**src/rtl/tdp_pkg.sv**
```systemverilog
// ----------------------------------------------------------------------------
// Trial-division primality package
// Shared control and status types between the sequencer and the remainder
// unit.
// ----------------------------------------------------------------------------
package tdp_pkg;

    // Request from the sequencer to the remainder unit.
    typedef struct packed {
        logic start;
    } rem_ctl_t;

    // Status from the remainder unit back to the sequencer.
    typedef struct packed {
        logic busy;
        logic done;
        logic zero;
    } rem_sts_t;

endpackage

```
**src/rtl/tdp_rem.sv**
```systemverilog
// ----------------------------------------------------------------------------
// Bit-serial remainder unit
// Restoring division of a dividend by a divisor, one dividend bit per cycle
// through one shared subtractor. Reports whether the remainder is zero.
// ----------------------------------------------------------------------------
module tdp_rem
    import tdp_pkg::*;
#(
    parameter int VALUE_WIDTH = 32,
    parameter int DIV_WIDTH   = 17
) (
    input  logic                   aclk,
    input  logic                   aresetn,
    input  rem_ctl_t               ctl,
    input  logic [VALUE_WIDTH-1:0] dividend,
    input  logic [DIV_WIDTH-1:0]   divisor,
    output rem_sts_t               sts
);

    localparam int CntW = $clog2(VALUE_WIDTH + 1);

    logic [VALUE_WIDTH-1:0] shift_reg, shift_next;
    logic [DIV_WIDTH-1:0]   rem_reg, rem_next;
    logic [CntW-1:0]        cnt_reg, cnt_next;
    logic                   busy_reg, busy_next;
    logic                   done_reg, done_next;
    logic [DIV_WIDTH:0]     shifted;
    logic [DIV_WIDTH:0]     trial;

    // One restoring step: bring in the next dividend bit and try a subtract.
    assign shifted = {rem_reg, shift_reg[VALUE_WIDTH-1]};
    assign trial   = shifted - {1'b0, divisor};

    always_comb begin
        shift_next = shift_reg;
        rem_next   = rem_reg;
        cnt_next   = cnt_reg;
        busy_next  = busy_reg;
        done_next  = 1'b0;
        if (ctl.start && !busy_reg) begin
            shift_next = dividend;
            rem_next   = '0;
            cnt_next   = CntW'(VALUE_WIDTH);
            busy_next  = 1'b1;
        end else if (busy_reg) begin
            shift_next = {shift_reg[VALUE_WIDTH-2:0], 1'b0};
            if (trial[DIV_WIDTH]) begin
                rem_next = shifted[DIV_WIDTH-1:0];
            end else begin
                rem_next = trial[DIV_WIDTH-1:0];
            end
            cnt_next = cnt_reg - 1'b1;
            if (cnt_reg == CntW'(1)) begin
                busy_next = 1'b0;
                done_next = 1'b1;
            end
        end
    end

    always_ff @(posedge aclk) begin
        if (!aresetn) begin
            busy_reg <= 1'b0;
            done_reg <= 1'b0;
            cnt_reg  <= '0;
        end else begin
            busy_reg <= busy_next;
            done_reg <= done_next;
            cnt_reg  <= cnt_next;
        end
        shift_reg <= shift_next;
        rem_reg   <= rem_next;
    end

    assign sts.busy = busy_reg;
    assign sts.done = done_reg;
    assign sts.zero = (rem_reg == '0);

    // The step counter is only nonzero while a division runs.
    a_cnt_idle: assert property (@(posedge aclk) disable iff (!aresetn)
        !busy_reg |-> cnt_reg == '0)
        else $error("remainder counter active while idle");

    // A finished division is reported for exactly one cycle.
    a_done_pulse: assert property (@(posedge aclk) disable iff (!aresetn)
        done_reg |=> !done_reg)
        else $error("done held longer than one cycle");

    // Completion follows the last busy cycle.
    a_done_after_busy: assert property (@(posedge aclk) disable iff (!aresetn)
        done_reg |-> $past(busy_reg))
        else $error("done without a running division");

endmodule

```
**src/rtl/trial_division_primality.sv**
```systemverilog
// Magnitudes below 4 and even ones are settled without a division.
// Odd magnitudes m run one bit-serial remainder division, one dividend bit per cycle,
// for each odd trial divisor 3, 5 and so on up to sqrt(m), stopping at one that divides
// m; at most about 2^(VALUE_WIDTH/2-1) trial divisors.
// One item at a time; the input is ready again in the cycle after the previous result
// enters the output register.
// Reset (aresetn, synchronous, active low) clears the sequencer and the output valid.
// ----------------------------------------------------------------------------
// Trial-division primality test
// Reports whether the magnitude of a signed integer is prime, trying odd
// divisors under a small sequencer that shares one remainder unit.
// ----------------------------------------------------------------------------
module trial_division_primality
    import tdp_pkg::*;
#(
    parameter int VALUE_WIDTH = 32
) (
    input  logic                                  aclk,
    input  logic                                  aresetn,
    input  logic                                  s_tvalid,
    output logic                                  s_tready,
    input  logic [((VALUE_WIDTH + 7) / 8) * 8-1:0] s_tdata,  // value
    output logic                                  m_tvalid,
    input  logic                                  m_tready,
    output logic [7:0]                            m_tdata   // is_prime, zero padding
);

    localparam int DivW = (VALUE_WIDTH + 1) / 2 + 1;
    localparam int SqW  = VALUE_WIDTH + 1;

    typedef enum logic [2:0] {
        ST_IDLE,
        ST_CHECK,
        ST_LOOP,
        ST_WAIT,
        ST_RESULT
    } state_t;

    state_t                 state_reg;
    logic [VALUE_WIDTH-1:0] mag_reg;
    logic [DivW-1:0]        div_reg;
    logic [SqW-1:0]         sq_reg;
    logic                   prime_reg;
    logic                   m_tvalid_reg;
    logic                   m_tdata_reg;
    logic                   start_reg;
    logic [VALUE_WIDTH-1:0] value_in;
    logic [VALUE_WIDTH-1:0] mag_in;
    logic [SqW-1:0]         sq_step;
    logic                   sq_over;
    rem_ctl_t               rem_ctl;
    rem_sts_t               rem_sts;

    // Magnitude of the incoming value; the most negative value maps onto itself.
    assign value_in = s_tdata[VALUE_WIDTH-1:0];
    assign mag_in   = value_in[VALUE_WIDTH-1] ? (~value_in + 1'b1) : value_in;

    // Next square: (d+2)^2 = d^2 + 4d + 4.
    assign sq_step = sq_reg + SqW'({div_reg, 2'b00}) + SqW'(4);
    assign sq_over = sq_reg > {1'b0, mag_reg};

    assign s_tready      = (state_reg == ST_IDLE);
    assign m_tvalid      = m_tvalid_reg;
    assign m_tdata       = {7'b0, m_tdata_reg};
    assign rem_ctl.start = start_reg;

    // Sequencer with the output register.
    always_ff @(posedge aclk) begin
        if (!aresetn) begin
            state_reg    <= ST_IDLE;
            m_tvalid_reg <= 1'b0;
            start_reg    <= 1'b0;
        end else begin
            // Pulse the remainder unit once for each trial divisor.
            start_reg <= (state_reg == ST_LOOP) && !sq_over;
            // The output register loads a result or empties on a transfer.
            if (state_reg == ST_RESULT && (!m_tvalid_reg || m_tready)) begin
                m_tvalid_reg <= 1'b1;
            end else if (m_tready) begin
                m_tvalid_reg <= 1'b0;
            end
            case (state_reg)
                ST_IDLE: begin
                    if (s_tvalid) begin
                        mag_reg   <= mag_in;
                        state_reg <= ST_CHECK;
                    end
                end
                ST_CHECK: begin
                    div_reg <= DivW'(3);
                    sq_reg  <= SqW'(9);
                    if (mag_reg < VALUE_WIDTH'(2)) begin
                        prime_reg <= 1'b0;
                        state_reg <= ST_RESULT;
                    end else if (mag_reg < VALUE_WIDTH'(4)) begin
                        prime_reg <= 1'b1;
                        state_reg <= ST_RESULT;
                    end else if (!mag_reg[0]) begin
                        prime_reg <= 1'b0;
                        state_reg <= ST_RESULT;
                    end else begin
                        state_reg <= ST_LOOP;
                    end
                end
                ST_LOOP: begin
                    if (sq_over) begin
                        prime_reg <= 1'b1;
                        state_reg <= ST_RESULT;
                    end else begin
                        state_reg <= ST_WAIT;
                    end
                end
                ST_WAIT: begin
                    if (rem_sts.done) begin
                        if (rem_sts.zero) begin
                            prime_reg <= 1'b0;
                            state_reg <= ST_RESULT;
                        end else begin
                            div_reg   <= div_reg + DivW'(2);
                            sq_reg    <= sq_step;
                            state_reg <= ST_LOOP;
                        end
                    end
                end
                ST_RESULT: begin
                    if (!m_tvalid_reg || m_tready) begin
                        m_tdata_reg <= prime_reg;
                        state_reg   <= ST_IDLE;
                    end
                end
                default: begin
                    state_reg <= ST_IDLE;
                end
            endcase
        end
    end

    tdp_rem #(
        .VALUE_WIDTH (VALUE_WIDTH),
        .DIV_WIDTH   (DivW)
    ) u_rem (
        .aclk     (aclk),
        .aresetn  (aresetn),
        .ctl      (rem_ctl),
        .dividend (mag_reg),
        .divisor  (div_reg),
        .sts      (rem_sts)
    );

    // Trial divisors stay odd while the search runs.
    a_div_odd: assert property (@(posedge aclk) disable iff (!aresetn)
        (state_reg == ST_LOOP || state_reg == ST_WAIT) |-> div_reg[0])
        else $error("even trial divisor");

    // The remainder unit only works while the sequencer waits for it.
    a_rem_owner: assert property (@(posedge aclk) disable iff (!aresetn)
        (rem_sts.busy || rem_sts.done) |-> state_reg == ST_WAIT)
        else $error("remainder unit active outside the wait state");

    // An accepted transfer closes the input until its result is issued.
    a_one_item: assert property (@(posedge aclk) disable iff (!aresetn)
        (s_tvalid && s_tready) |=> !s_tready)
        else $error("input reopened right after a transfer");

endmodule
```
**config.mk**
```make
export PLATFORM = sky130hd
export DESIGN_NAME = trial_division_primality
export DESIGN_NICKNAME = d
export VERILOG_FILES = /design/src/rtl/tdp_pkg.sv /design/src/rtl/tdp_rem.sv /design/src/rtl/trial_division_primality.sv
export SDC_FILE = /design/constraint.sdc
export NUM_CORES = 1
export LEC_CHECK = 0
export ABC_AREA = 1
export BUFFER_PORTS_ARGS = -buffer_cell sky130_fd_sc_hd__buf_2
export CORE_ASPECT_RATIO = 1.1
export CORE_MARGIN = 2
export CORE_UTILIZATION = 57
export CTS_CLUSTER_SIZE = 20
export DETAILED_ROUTE_END_ITERATION = 10
export PLACE_DENSITY_LB_ADDON = 0.25
export SYNTH_ARGS = -nofsm -noshare
export SYNTH_HDL_FRONTEND = slang
export SYNTH_HIERARCHICAL = 1
export SYNTH_SLANG_ARGS = --single-unit
export TNS_END_PERCENT = 1
```
**constraint.sdc**
```tcl
create_clock -name aclk -period 3.35 [get_ports aclk]
set_input_delay 0.1675 -clock aclk [delete_from_list [all_inputs] [get_ports aclk]]
set_output_delay 0.1675 -clock aclk [all_outputs]
set_load 0.01 [all_outputs]
```
==> results.tsv <==
metric	value	unit
combined area of all synthesized cells	10280	um^2
TNS Setup	0	ns
Worst-Margin Slew	0.6231	ns
Antenna Cells	0	
worst hold path type	input pin to flop	
unrepaired setup endpoints after global routing	false	
Max IR drop VDD	0.4123	mV
clock latency on the worst-skew pair	0.43	ns
H-tree levels	4	
Row Count	51	
Overflow after GRT	0	
vias in the first global route	8185	
global-route wire length before repair	38320	um
Detailed Place HPWL	17490	um
post-CTS sizing	0	
1st-iter DRT viols	416	
CP endpoint kind	flop	
GRT Util Overall	25.09	%
CTS tree	built	
fin nets	1457	
clock skew	0.006887	ns
Slew Limit Fails	0	
WP data arrival	2.92	ns
GR peak layer	met2	
fill cell total of the finished layout	1549	
CP required	3.63	ns
worst slack, placed	0.7469	ns
io pins	46	
Vias	8400	
met1 Use GR	30.33	%
P_leak	5.338	nW
initial core utilization	58.19	%
crit path max fanout	6	
Setup WS post-layout	0.7099	ns
synthesized instance count	1292	
fin util	63.71	%
port bufs	38	
FMAX	0.3788	GHz
root buf cell	clkbuf_16	
Clock Path Buffers	2	
largest net degree at the start of global routing	47	
status	finished clean	
met3 usage	3.588	%
core footprint	17680	um^2
DRT antenna net count	0	
Final setup viols	0	
Worst-path clk slew	0.07	ns
max_slew headroom	58.08	%
WL/cell	14.36	um
yosys synthesis warning count	6	
TritonRoute pass-1 iters	5	
grt met2 use	45.81	%
number of remaining DRC errors	0	
die width	132.1	um
initial antenna violation count	0	
Final Cycle Share	78.81	%
DIE AREA	19140	um^2
Fin. Hold Viols	0	
Period minus WS final	2.640	ns
CTS buffer count	17	
DR vias/cell	5.290	
share of layout cells above drive strength 1	13.48	%
Critical Path Start Type	flop	
CP Class	flop to flop	
Max-Cap Viols	0	
syn avg cell area	7.960	um^2
GP Congestion	0.9349	
area grow syn2layout	9.502	%
Die Height	144.9	um
clk sinks	142	
PD cells	635.9	nW/um^2
Final Routed Wirelength	22800	um
==> what timing repair did <==
action	in CTS	in global routing
buffers inserted	0	0
hold buffers	1	0
endpoints found under the hold margin	1	0
==> worst paths after layout <==
path | from | to | slack, ns | cells after the start
max | div_reg[1]$_SDFFCE_PP1P_ | sq_reg[19]$_SDFFCE_PP0P_ | 0.71 | 9
min | s_tdata[29] | mag_reg[29]$_DFFE_PP_ | 0.03 | 3
max reg2reg | div_reg[1]$_SDFFCE_PP1P_ | sq_reg[19]$_SDFFCE_PP0P_ | 0.71 | 9
min reg2reg | prime_reg$_DFFE_PP_ | m_tdata_reg$_DFFE_PP_ | 0.42 | 0
==> placed cells by master (no fill, tap or decap), types with 4 or more instances in the layout <==
cell type / n
a21oi_1: 83
a21o_1: 5
nand4_1: 28
nand2_1: 288
and2_1: 6
o21ai_1: 4
edfxtp_1: 112
o21ai_0: 46
mux2_2: 31
buf_2: 38
inv_1: 215
xor2_1: 25
conb_1: 8
buf_4: 7
ha_1: 82
nand3_2: 15
nor2_1: 101
nand3_1: 66
nand2_2: 28
clkbuf_16: 18
xnor2_1: 13
nor3_1: 21
nor2_2: 9
dfxtp_1: 30
nor2_4: 4
nor4_1: 4
inv_2: 7
a31oi_1: 10
==> area by class of cell <==
class,instances,area [um^2],share of cell area (%)
clock buffer,20,457.9,4.066
clock inverter,12,102.6,0.9110
inverter,223,837.1,7.432
multi-input combinational,907,5350,47.51
sequential,142,3964,35.20
tap,238,297.8,2.644
timing repair buffer,46,252.7,2.244
==> metrics by stage <==
stage / instances / instance area [um^2] / hold slack (ns) / total power [W]
2_1_floorplan: 1298 / 10310 / 0.2664 / 0.004744
3_5_place_dp: 1555 / 10690 / 0.3949 / 0.005343
5_1_grt: 1588 / 11260 / 0.03149 / 0.007717
3_3_place_gp: 1555 / 10690 / 0.3915 / 0.005288
6_report: 1588 / 11260 / 0.02535 / 0.007162
4_1_cts: 1588 / 11260 / 0.01701 / 0.007180
==> critical path, cell delays in order, from the launching register on <==
cell      delay [ns]
edfxtp_1        0.51
ha_1            0.44
fa_1            0.52
nand3_1         0.10
nand2_1         0.11
a21oi_1         0.21
o21ai_0         0.17
a21oi_1         0.20
o21ai_0         0.10
a21oi_1         0.13
==> where the power goes <==
group          leakage, nW  internal (W)  switching, W  total [W]
sequential            1.28       0.00218      0.000239    0.00242
combinational         3.79      0.000997       0.00193    0.00293
clock                0.271       0.00101      0.000806    0.00182
==> metal layers <==
layer / up-vias / part of all wire, % / routed length (um)
met5: - / 0 / 0
met4: 0 / 2.4 / 546
met3: 38 / 3.4 / 767
met2: 160 / 49 / 11240
met1: 3882 / 45 / 10240
li1: 4320 / - / -
No activity file was read; power rests on OpenSTA's default activity.
